`src/drpu_pkg.sv`:
```
package drpu_pkg;

   localparam int ANGLE_BITS_DEF = 16;
   localparam int FRAC_BITS      = 8;
   localparam int MOVE_SHIFT     = 25 - FRAC_BITS;

   localparam int TIME_W     = 10;
   localparam int SPEED_W    = 16;
   localparam int RADIUS_W   = 10;
   localparam int POS_W      = 32;
   localparam int HEAD_W     = 16;
   localparam int CSR_IDX_W  = 2;
   localparam int CSR_DATA_W = 16;

   localparam int MUL_A_W  = 27;
   localparam int MUL_B_W  = 31;
   localparam int PROD_W   = MUL_A_W + MUL_B_W;
   localparam int MAG_W    = 55;
   localparam int MOVE_W   = 34;
   localparam int TRIG_W   = 16;
   localparam int CORDIC_W = 18;
   localparam int CORDIC_STEPS = 16;
   localparam int STEP_W   = 5;

   localparam logic [RADIUS_W-1:0]       RADIUS_RESET  = 10'd105;
   localparam logic signed [MUL_B_W-1:0] INV_TWO_PI    = 31'sd683565276;
   localparam logic signed [CORDIC_W-1:0] CORDIC_GAIN  = 18'sd19898;
   localparam logic signed [CORDIC_W-1:0] QUARTER_TURN = 18'sd16384;
   localparam logic signed [CORDIC_W-1:0] HALF_TURN    = 18'sd32768;
   localparam logic signed [CORDIC_W-1:0] TRIG_MAX     = 18'sd32767;
   localparam logic signed [POS_W-1:0]   POS_MAX       = 32'sh7FFFFFFF;
   localparam logic signed [POS_W-1:0]   POS_MIN       = 32'sh80000000;
   localparam logic signed [PROD_W-1:0]  ROUND_HALF    = PROD_W'(1) << (MOVE_SHIFT - 1);

   localparam logic [CSR_IDX_W-1:0] REG_MOTION_MODE = 2'd0;
   localparam logic [CSR_IDX_W-1:0] REG_SPEED       = 2'd1;
   localparam logic [CSR_IDX_W-1:0] REG_TURN_RADIUS = 2'd2;

   localparam logic MODE_FORWARD = 1'b0;
   localparam logic MODE_TURN    = 1'b1;

   typedef enum logic [3:0] {
      ST_IDLE,
      ST_MUL_SDT,
      ST_BRANCH,
      ST_ABS,
      ST_DIV_START,
      ST_DIV_RUN,
      ST_TURN,
      ST_TRIG_RUN,
      ST_MUL_X,
      ST_MUL_Y,
      ST_ADD_X,
      ST_ADD_Y,
      ST_DONE
   } state_type;

   typedef struct packed {
      logic signed [TRIG_W-1:0] cos_val;
      logic signed [TRIG_W-1:0] sin_val;
   } trig_type;

   function automatic logic [13:0] atan_unit(input logic [3:0] idx);
      logic [13:0] r;
      case (idx)
         4'd0:    r = 14'd8192;
         4'd1:    r = 14'd4836;
         4'd2:    r = 14'd2555;
         4'd3:    r = 14'd1297;
         4'd4:    r = 14'd651;
         4'd5:    r = 14'd326;
         4'd6:    r = 14'd163;
         4'd7:    r = 14'd81;
         4'd8:    r = 14'd41;
         4'd9:    r = 14'd20;
         4'd10:   r = 14'd10;
         4'd11:   r = 14'd5;
         4'd12:   r = 14'd3;
         4'd13:   r = 14'd1;
         4'd14:   r = 14'd1;
         default: r = 14'd0;
      endcase
      return r;
   endfunction

   function automatic logic signed [TRIG_W-1:0] clamp_trig(
      input logic signed [CORDIC_W-1:0] v);
      logic signed [TRIG_W-1:0] r;
      if (v > TRIG_MAX) begin
         r = TRIG_W'(TRIG_MAX);
      end else if (v < -TRIG_MAX) begin
         r = -TRIG_W'(TRIG_MAX);
      end else begin
         r = v[TRIG_W-1:0];
      end
      return r;
   endfunction

   function automatic logic signed [MOVE_W-1:0] move_round(
      input logic signed [PROD_W-1:0] p);
      logic signed [PROD_W-1:0] t;
      t = p + ROUND_HALF;
      t = t >>> MOVE_SHIFT;
      return t[MOVE_W-1:0];
   endfunction

   function automatic logic signed [POS_W-1:0] sat_add(
      input logic signed [POS_W-1:0] p,
      input logic signed [MOVE_W-1:0] d);
      logic signed [MOVE_W:0] s;
      logic signed [POS_W-1:0] r;
      s = (MOVE_W+1)'(p) + (MOVE_W+1)'(d);
      if (s > (MOVE_W+1)'(POS_MAX)) begin
         r = POS_MAX;
      end else if (s < (MOVE_W+1)'(POS_MIN)) begin
         r = POS_MIN;
      end else begin
         r = s[POS_W-1:0];
      end
      return r;
   endfunction

endpackage

```
`src/dead_reckoning_pose_update.sv`:
```
// Pose tracker for a two-wheeled robot: every accepted request (one tick of
// time_step/1024 s) either turns the heading by speed*dt/turn_radius or moves
// x/y along the heading by speed*dt, then returns x, y (Q24.8 mm, saturating)
// and the 16-bit heading. One request is worked on at a time. A forward tick
// is paced by the 16-step shift-add sine/cosine unit and the three passes
// through the shared multiplier; a turn tick is paced by the bit-serial
// divider (one quotient bit per cycle). The finished pose sits in an output
// register, so the next request is taken while it waits. The user must write
// configuration only between requests; the block does not enforce this.
module dead_reckoning_pose_update #(
   parameter int ANGLE_BITS = drpu_pkg::ANGLE_BITS_DEF
) (
   input  logic                                  clock,
   input  logic                                  reset,
   input  logic                                  req_valid,
   output logic                                  req_ready,
   input  logic [drpu_pkg::TIME_W-1:0]           req_time_step,
   output logic                                  rsp_valid,
   input  logic                                  rsp_ready,
   output logic signed [drpu_pkg::POS_W-1:0]     rsp_x_position,
   output logic signed [drpu_pkg::POS_W-1:0]     rsp_y_position,
   output logic [drpu_pkg::HEAD_W-1:0]           rsp_heading,
   input  logic                                  csr_write,
   input  logic [drpu_pkg::CSR_IDX_W-1:0]        csr_index,
   input  logic [drpu_pkg::CSR_DATA_W-1:0]       csr_data
);
   import drpu_pkg::*;

   localparam int DIV_SHIFT = 42 - ANGLE_BITS;
   localparam int DIVD_W    = ANGLE_BITS + 13;
   localparam int NUM_W     = MAG_W + 1;

   state_type state_ff, state_in;

   logic                       motion_ff;
   logic signed [SPEED_W-1:0]  speed_ff;
   logic [RADIUS_W-1:0]        radius_ff;

   logic [ANGLE_BITS-1:0]      heading_ff, heading_in;
   logic signed [POS_W-1:0]    pos_x_ff, pos_x_in;
   logic signed [POS_W-1:0]    pos_y_ff, pos_y_in;

   logic [TIME_W-1:0]          time_step_ff, time_step_in;
   logic signed [MUL_A_W-1:0]  sdt_ff, sdt_in;
   logic [MAG_W-1:0]           mag_ff, mag_in;
   logic                       neg_ff, neg_in;
   logic signed [MOVE_W-1:0]   dx_ff, dx_in;
   logic signed [MOVE_W-1:0]   dy_ff, dy_in;

   logic                       rsp_valid_ff, rsp_valid_in;
   logic signed [POS_W-1:0]    rsp_x_ff, rsp_x_in;
   logic signed [POS_W-1:0]    rsp_y_ff, rsp_y_in;
   logic [HEAD_W-1:0]          rsp_head_ff, rsp_head_in;

   logic signed [MUL_A_W-1:0]  mul_a;
   logic signed [MUL_B_W-1:0]  mul_b;
   logic signed [PROD_W-1:0]   prod;
   logic signed [PROD_W-1:0]   prod_neg;

   logic                       cordic_start;
   logic                       cordic_done;
   trig_type                   trig;

   logic                       div_start;
   logic                       div_done;
   logic [DIVD_W-1:0]          dividend;
   logic [ANGLE_BITS-1:0]      quotient;
   logic [RADIUS_W-1:0]        radius_eff;
   logic [NUM_W-1:0]           num_rounded;

   logic [HEAD_W-1:0]          heading16;
   logic                       req_fire;
   logic                       rsp_load;

   generate
      if (ANGLE_BITS >= HEAD_W) begin : g_head_top
         assign heading16 = heading_ff[ANGLE_BITS-1 -: HEAD_W];
      end else begin : g_head_pad
         assign heading16 = {heading_ff, {(HEAD_W-ANGLE_BITS){1'b0}}};
      end
   endgenerate

   drpu_mul u_mul (
      .clock (clock),
      .mul_a (mul_a),
      .mul_b (mul_b),
      .prod  (prod)
   );

   drpu_cordic u_cordic (
      .clock (clock),
      .reset (reset),
      .start (cordic_start),
      .angle (heading16),
      .done  (cordic_done),
      .trig  (trig)
   );

   drpu_div #(
      .DIVD_W (DIVD_W),
      .QUOT_W (ANGLE_BITS)
   ) u_div (
      .clock    (clock),
      .reset    (reset),
      .start    (div_start),
      .dividend (dividend),
      .divisor  (radius_eff),
      .done     (div_done),
      .quotient (quotient)
   );

   assign req_ready   = (state_ff == ST_IDLE);
   assign req_fire    = req_valid && req_ready;
   assign prod_neg    = -prod;
   assign radius_eff  = (radius_ff == '0) ? RADIUS_W'(1) : radius_ff;
   assign num_rounded = {1'b0, mag_ff} + (NUM_W'(radius_eff) << (DIV_SHIFT - 1));
   assign dividend    = num_rounded[DIV_SHIFT +: DIVD_W];

   always_comb begin
      state_in     = state_ff;
      heading_in   = heading_ff;
      pos_x_in     = pos_x_ff;
      pos_y_in     = pos_y_ff;
      time_step_in = time_step_ff;
      sdt_in       = sdt_ff;
      mag_in       = mag_ff;
      neg_in       = neg_ff;
      dx_in        = dx_ff;
      dy_in        = dy_ff;
      mul_a        = sdt_ff;
      mul_b        = MUL_B_W'(trig.cos_val);
      cordic_start = 1'b0;
      div_start    = 1'b0;
      rsp_load     = 1'b0;
      case (state_ff)
         ST_IDLE: begin
            if (req_fire) begin
               time_step_in = req_time_step;
               state_in     = ST_MUL_SDT;
            end
         end
         ST_MUL_SDT: begin
            mul_a    = MUL_A_W'(speed_ff);
            mul_b    = signed'(MUL_B_W'(time_step_ff));
            state_in = ST_BRANCH;
         end
         ST_BRANCH: begin
            sdt_in = prod[MUL_A_W-1:0];
            if (motion_ff == MODE_TURN) begin
               mul_a    = prod[MUL_A_W-1:0];
               mul_b    = INV_TWO_PI;
               state_in = ST_ABS;
            end else begin
               cordic_start = 1'b1;
               state_in     = ST_TRIG_RUN;
            end
         end
         ST_ABS: begin
            neg_in   = prod[PROD_W-1];
            mag_in   = prod[PROD_W-1] ? prod_neg[MAG_W-1:0] : prod[MAG_W-1:0];
            state_in = ST_DIV_START;
         end
         ST_DIV_START: begin
            div_start = 1'b1;
            state_in  = ST_DIV_RUN;
         end
         ST_DIV_RUN: begin
            if (div_done) begin
               state_in = ST_TURN;
            end
         end
         ST_TURN: begin
            heading_in = neg_ff ? heading_ff - quotient : heading_ff + quotient;
            state_in   = ST_DONE;
         end
         ST_TRIG_RUN: begin
            if (cordic_done) begin
               state_in = ST_MUL_X;
            end
         end
         ST_MUL_X: begin
            mul_b    = MUL_B_W'(trig.cos_val);
            state_in = ST_MUL_Y;
         end
         ST_MUL_Y: begin
            mul_b    = MUL_B_W'(trig.sin_val);
            dx_in    = move_round(prod);
            state_in = ST_ADD_X;
         end
         ST_ADD_X: begin
            pos_x_in = sat_add(pos_x_ff, dx_ff);
            dy_in    = move_round(prod);
            state_in = ST_ADD_Y;
         end
         ST_ADD_Y: begin
            pos_y_in = sat_add(pos_y_ff, dy_ff);
            state_in = ST_DONE;
         end
         ST_DONE: begin
            if (!rsp_valid_ff || rsp_ready) begin
               rsp_load = 1'b1;
               state_in = ST_IDLE;
            end
         end
         default: begin
            state_in = ST_IDLE;
         end
      endcase
   end

   always_comb begin
      rsp_x_in    = rsp_x_ff;
      rsp_y_in    = rsp_y_ff;
      rsp_head_in = rsp_head_ff;
      if (rsp_load) begin
         rsp_x_in    = pos_x_ff;
         rsp_y_in    = pos_y_ff;
         rsp_head_in = heading16;
      end
      if (rsp_load) begin
         rsp_valid_in = 1'b1;
      end else if (rsp_ready) begin
         rsp_valid_in = 1'b0;
      end else begin
         rsp_valid_in = rsp_valid_ff;
      end
   end

   // control, configuration and pose
   always_ff @(posedge clock) begin
      if (reset) begin
         state_ff     <= ST_IDLE;
         rsp_valid_ff <= 1'b0;
         motion_ff    <= MODE_FORWARD;
         speed_ff     <= '0;
         radius_ff    <= RADIUS_RESET;
         heading_ff   <= '0;
         pos_x_ff     <= '0;
         pos_y_ff     <= '0;
      end else begin
         state_ff     <= state_in;
         rsp_valid_ff <= rsp_valid_in;
         heading_ff   <= heading_in;
         pos_x_ff     <= pos_x_in;
         pos_y_ff     <= pos_y_in;
         if (csr_write) begin
            case (csr_index)
               REG_MOTION_MODE: motion_ff <= csr_data[0];
               REG_SPEED:       speed_ff  <= signed'(csr_data[SPEED_W-1:0]);
               REG_TURN_RADIUS: radius_ff <= csr_data[RADIUS_W-1:0];
               default:         ;
            endcase
         end
      end
   end

   always_ff @(posedge clock) begin
      time_step_ff <= time_step_in;
      sdt_ff       <= sdt_in;
      mag_ff       <= mag_in;
      neg_ff       <= neg_in;
      dx_ff        <= dx_in;
      dy_ff        <= dy_in;
      rsp_x_ff     <= rsp_x_in;
      rsp_y_ff     <= rsp_y_in;
      rsp_head_ff  <= rsp_head_in;
   end

   assign rsp_valid      = rsp_valid_ff;
   assign rsp_x_position = rsp_x_ff;
   assign rsp_y_position = rsp_y_ff;
   assign rsp_heading    = rsp_head_ff;

endmodule

```
`src/drpu_mul.sv`:
```
module drpu_mul (
   input  logic                                 clock,
   input  logic signed [drpu_pkg::MUL_A_W-1:0]  mul_a,
   input  logic signed [drpu_pkg::MUL_B_W-1:0]  mul_b,
   output logic signed [drpu_pkg::PROD_W-1:0]   prod
);
   import drpu_pkg::*;

   logic signed [PROD_W-1:0] prod_ff;
   logic signed [PROD_W-1:0] prod_in;

   assign prod_in = PROD_W'(mul_a) * PROD_W'(mul_b);

   always_ff @(posedge clock) begin
      prod_ff <= prod_in;
   end

   assign prod = prod_ff;

endmodule

```
`src/drpu_cordic.sv`:
```
module drpu_cordic (
   input  logic                           clock,
   input  logic                           reset,
   input  logic                           start,
   input  logic [drpu_pkg::HEAD_W-1:0]    angle,
   output logic                           done,
   output drpu_pkg::trig_type             trig
);
   import drpu_pkg::*;

   logic signed [CORDIC_W-1:0] x_ff, x_in;
   logic signed [CORDIC_W-1:0] y_ff, y_in;
   logic signed [CORDIC_W-1:0] z_ff, z_in;
   logic                       flip_ff, flip_in;
   logic [STEP_W-1:0]          step_ff, step_in;
   logic                       busy_ff, busy_in;
   logic                       done_ff, done_in;
   trig_type                   trig_ff, trig_in;

   logic signed [CORDIC_W-1:0] ang;
   logic signed [CORDIC_W-1:0] ang_fold;
   logic                       ang_flip;
   logic signed [CORDIC_W-1:0] xs, ys, atan_v;
   logic signed [TRIG_W-1:0]   c_cl, s_cl;

   always_comb begin
      ang = CORDIC_W'(signed'(angle));
      ang_fold = ang;
      ang_flip = 1'b0;
      if (ang > QUARTER_TURN) begin
         ang_fold = ang - HALF_TURN;
         ang_flip = 1'b1;
      end else if (ang < -QUARTER_TURN) begin
         ang_fold = ang + HALF_TURN;
         ang_flip = 1'b1;
      end
   end

   assign xs     = x_ff >>> step_ff[3:0];
   assign ys     = y_ff >>> step_ff[3:0];
   assign atan_v = signed'(CORDIC_W'(atan_unit(step_ff[3:0])));
   assign c_cl   = clamp_trig(x_ff);
   assign s_cl   = clamp_trig(y_ff);

   always_comb begin
      x_in    = x_ff;
      y_in    = y_ff;
      z_in    = z_ff;
      flip_in = flip_ff;
      step_in = step_ff;
      busy_in = busy_ff;
      done_in = 1'b0;
      trig_in = trig_ff;
      if (start) begin
         x_in    = CORDIC_GAIN;
         y_in    = '0;
         z_in    = ang_fold;
         flip_in = ang_flip;
         step_in = '0;
         busy_in = 1'b1;
      end else if (busy_ff) begin
         if (step_ff < STEP_W'(CORDIC_STEPS)) begin
            if (!z_ff[CORDIC_W-1]) begin
               x_in = x_ff - ys;
               y_in = y_ff + xs;
               z_in = z_ff - atan_v;
            end else begin
               x_in = x_ff + ys;
               y_in = y_ff - xs;
               z_in = z_ff + atan_v;
            end
            step_in = step_ff + STEP_W'(1);
         end else begin
            trig_in.cos_val = flip_ff ? -c_cl : c_cl;
            trig_in.sin_val = flip_ff ? -s_cl : s_cl;
            busy_in = 1'b0;
            done_in = 1'b1;
         end
      end
   end

   always_ff @(posedge clock) begin
      if (reset) begin
         busy_ff <= 1'b0;
         done_ff <= 1'b0;
         step_ff <= '0;
      end else begin
         busy_ff <= busy_in;
         done_ff <= done_in;
         step_ff <= step_in;
      end
   end

   always_ff @(posedge clock) begin
      x_ff    <= x_in;
      y_ff    <= y_in;
      z_ff    <= z_in;
      flip_ff <= flip_in;
      trig_ff <= trig_in;
   end

   assign done = done_ff;
   assign trig = trig_ff;

endmodule

```
`src/drpu_div.sv`:
```
module drpu_div #(
   parameter int DIVD_W = 29,
   parameter int QUOT_W = 16
) (
   input  logic                              clock,
   input  logic                              reset,
   input  logic                              start,
   input  logic [DIVD_W-1:0]                 dividend,
   input  logic [drpu_pkg::RADIUS_W-1:0]     divisor,
   output logic                              done,
   output logic [QUOT_W-1:0]                 quotient
);
   import drpu_pkg::*;

   localparam int CNT_W = $clog2(DIVD_W + 1);

   logic [DIVD_W-1:0]   dvd_ff, dvd_in;
   logic [RADIUS_W-1:0] rem_ff, rem_in;
   logic [RADIUS_W-1:0] dsr_ff, dsr_in;
   logic [QUOT_W-1:0]   quot_ff, quot_in;
   logic [CNT_W-1:0]    count_ff, count_in;
   logic                busy_ff, busy_in;
   logic                done_ff, done_in;

   logic [RADIUS_W:0]   shifted;
   logic [RADIUS_W+1:0] trial;
   logic                fits;

   assign shifted = {rem_ff, dvd_ff[DIVD_W-1]};
   assign trial   = {1'b0, shifted} - {2'b00, dsr_ff};
   assign fits    = !trial[RADIUS_W+1];

   always_comb begin
      dvd_in   = dvd_ff;
      rem_in   = rem_ff;
      dsr_in   = dsr_ff;
      quot_in  = quot_ff;
      count_in = count_ff;
      busy_in  = busy_ff;
      done_in  = 1'b0;
      if (start) begin
         dvd_in   = dividend;
         rem_in   = '0;
         dsr_in   = divisor;
         count_in = CNT_W'(DIVD_W);
         busy_in  = 1'b1;
      end else if (busy_ff) begin
         rem_in   = fits ? trial[RADIUS_W-1:0] : shifted[RADIUS_W-1:0];
         quot_in  = {quot_ff[QUOT_W-2:0], fits};
         dvd_in   = {dvd_ff[DIVD_W-2:0], 1'b0};
         count_in = count_ff - CNT_W'(1);
         if (count_ff == CNT_W'(1)) begin
            busy_in = 1'b0;
            done_in = 1'b1;
         end
      end
   end

   always_ff @(posedge clock) begin
      if (reset) begin
         busy_ff  <= 1'b0;
         done_ff  <= 1'b0;
         count_ff <= '0;
      end else begin
         busy_ff  <= busy_in;
         done_ff  <= done_in;
         count_ff <= count_in;
      end
   end

   always_ff @(posedge clock) begin
      dvd_ff  <= dvd_in;
      rem_ff  <= rem_in;
      dsr_ff  <= dsr_in;
      quot_ff <= quot_in;
   end

   assign done     = done_ff;
   assign quotient = quot_ff;

endmodule

```
`config.mk`:
```
export PLATFORM = sky130hd
export DESIGN_NAME = dead_reckoning_pose_update
export DESIGN_NICKNAME = d
export VERILOG_FILES = /design/src/drpu_pkg.sv /design/src/dead_reckoning_pose_update.sv /design/src/drpu_mul.sv /design/src/drpu_cordic.sv /design/src/drpu_div.sv
export SDC_FILE = /design/constraint.sdc
export NUM_CORES = 2
export LEC_CHECK = 0
export ABC_AREA = 1
export BUFFER_PORTS_ARGS = -buffer_cell sky130_fd_sc_hd__buf_2
export CORE_ASPECT_RATIO = 0.5
export CORE_MARGIN = 1.5
export CORE_UTILIZATION = 52
export DETAILED_ROUTE_END_ITERATION = 10
export GPL_TIMING_DRIVEN = 0
export PLACE_DENSITY = 0.68
export SYNTH_ARGS = -nofsm -noshare
export SYNTH_HDL_FRONTEND = slang
export SYNTH_HIERARCHICAL = 1
export SYNTH_SLANG_ARGS = --single-unit
```
`constraint.sdc`:
```
create_clock -name clock -period 11.4 [get_ports clock]
set_input_delay 2.28 -clock clock [delete_from_list [all_inputs] [get_ports clock]]
set_output_delay 2.28 -clock clock [all_outputs]
set_load 0.02 [all_outputs]
```
==> results.ini <==
[setup_path]
criticalPathCategory=flip-flop to flip-flop
r2r_slack_ns=0.59
reg2reg_from=state_ff[1]
cp-start-kind=flip-flop
r2r_end=u_mul/prod[51]
crit_arrival_ns=11.31
cpMostUsedCell=inv_1
worstPathRequired_ns=11.90
crit_path_end_kind=flip-flop
crit_path_top_delay_cell=fa_1
slowest_delay_ns=0.95
cp_max_fo=16
rr_worst_depth=34

[synthesis]
synth_nets=9895
synth_cells=8657
synth_area_mm2=0.06700
synth.avg_cell_area_um2=7.739
ys.warnings.count=6

[floorplan]
initial_core_util_pct=52.81
die_w_um=510.6
core_area_mm2=0.1269
placementRows=92
io-pin-count=115
die_area_mm2=0.1311
die_h_um=256.8

[clocking]
clockBufferDepth=3
cts_made_buffers=59
cts_tree=built
clock-sinks=564
clk_pin_slew_ns=0.07
insertion_delay_ns=0.63
htreeDepth=2
postCtsHoldBufs=0
clockRootBuffer=clkbuf_16

[sta]
fin_worst_skew_ns=0.02546
setup_viol=0
slew_violations=0
worst_slew_pin_slew_ns=1.445
fmax_mhz=92.50
hold_violations=0
period_share_pct=94.84
final.setup.tns_ns=0
rsz0062_at_grt=false
finalCriticalPeriod_ns=10.81
relSlewSlack_pct=3.648
setup_slack_ns=0.5887

[cells_and_area]
syn_to_final_growth_pct=7.312
ff_latch_area_mm2=0.01451
drive_gt1_share_pct=6.888
multi_input_area_mm2=0.04367
n_fill_cell=12080
utilization_pct=56.68
postLayoutCellArea_mm2=0.07189
layout.nets=10090

[drt]
wirelength_um=220700
vias=56940
ant_nets=0
via_per_inst=5.376
drc=0
drtIter0Drc=5290
drtPass1Iterations=6
wl_per_cell_um=20.84

[placement]
placed_cell_area_mm2=0.06987
port_buffers=114
place_hpwl_um=180900
dp_slack_ns=0.0003606
place_congestion=1.047

[grt]
grt_pass1_vias=56520
grt_util_all_layers_pct=33.85
grt-ovfl-total=0
grt_pass1_wl_um=335800
grt_antenna_before_repair=8
grt_max_degree=35

[worst_hold_path]
min_to=sdt_ff[15]
hold_depth=0
min_path_type=flip-flop to flip-flop
min-delay-start=u_mul/prod[15]

[run]
cap_violations=0

[outcome]
status=finished clean

## layout make-up
type	instances	area share, %
Antenna cell	1	0.003481
Clock inverter	28	0.4194
Buffer	314	2.015
Timing Repair Buffer	130	1.011
Inverter	1971	10.30
Tap cell	1692	2.945
Multi-Input combinational cell	5809	60.74
Sequential cell	564	20.19
Clock buffer	83	2.381
## flip-flops by register name, indices dropped and copies added (netlist names), 32 cells and up
name / flops
pos_x_ff: 32
u_cordic/trig: 32
u_mul/prod: 56
pos_y_ff: 32
rsp_x_position: 32
dx_ff: 34
rsp_y_position: 32
dy_ff: 34
## what timing repair did
item,CTS,global route
hold endpoints to repair,0,0
gates resized for setup,0,4
pin swaps,1,0
setup buffers,0,0
gates cloned,1,0
endpoints found under the setup margin,2,13
## cells in the final DEF, fill, tap and decap left out, types with 23 or more instances in the layout
master,instances
o211ai_1,29
xnor2_1,70
inv_1,1939
nand2_1,2326
nor4_1,28
clkbuf_1,250
buf_4,23
a21oi_2,64
o21ai_0,255
a21oi_1,268
dfxtp_1,242
nand3_1,353
nand3_2,26
nor2_2,32
nand4_1,77
buf_2,136
nor3_1,63
edfxtp_1,322
ha_1,335
fa_1,869
o21bai_1,25
clkbuf_16,62
nand2_2,111
a31oi_1,25
nor2_1,459
xor2_1,210
## layer usage
layer / vias up / GRT usage (%) / wire length [µm] / part of all wire [%]
met5: - / 0 / 28 / 0.013
met4: 4 / 13.95 / 10500 / 4.8
met3: 474 / 7.079 / 21220 / 9.6
met2: 2469 / 53.01 / 96020 / 43
met1: 27450 / 45.77 / 92980 / 42
li1: 26550 / - / - / -
## per-stage QoR
step | hold WS, ns | cells
global route | 0.4399 | 10590
finish | 0.4310 | 10590
global placement | 0.4095 | 10460
CTS | 0.4298 | 10590
detailed placement | 0.4158 | 10480
floorplan | 0.4029 | 8657
## critical path: cells and delay by family, from the launching register on
kind / cells / cell delay (ns)
adder cells (fa/ha/maj): 8 / 4.70
AND/OR/NAND/NOR: 12 / 2.71
flip-flops: 1 / 0.41
AO/OA/AOI/OAI: 2 / 0.54
buffers and inverters: 12 / 2.27
## worst max-delay path by stage
stage / start / endpoint / depth (start not counted)
after floorplan: rsp_ready / rsp_heading[0] / 2
after CTS: state_ff[1] / u_mul/prod[47] / 35
after detailed placement: state_ff[1] / u_mul/prod[47] / 35
after global routing: state_ff[1] / u_mul/prod[51] / 34
final: state_ff[1] / u_mul/prod[51] / 34
after global placement: rsp_ready / rsp_x_position[28] / 3
Power is not shown: default switching activity piles up to over one toggle a cycle in this logic, so the estimate is an artifact.
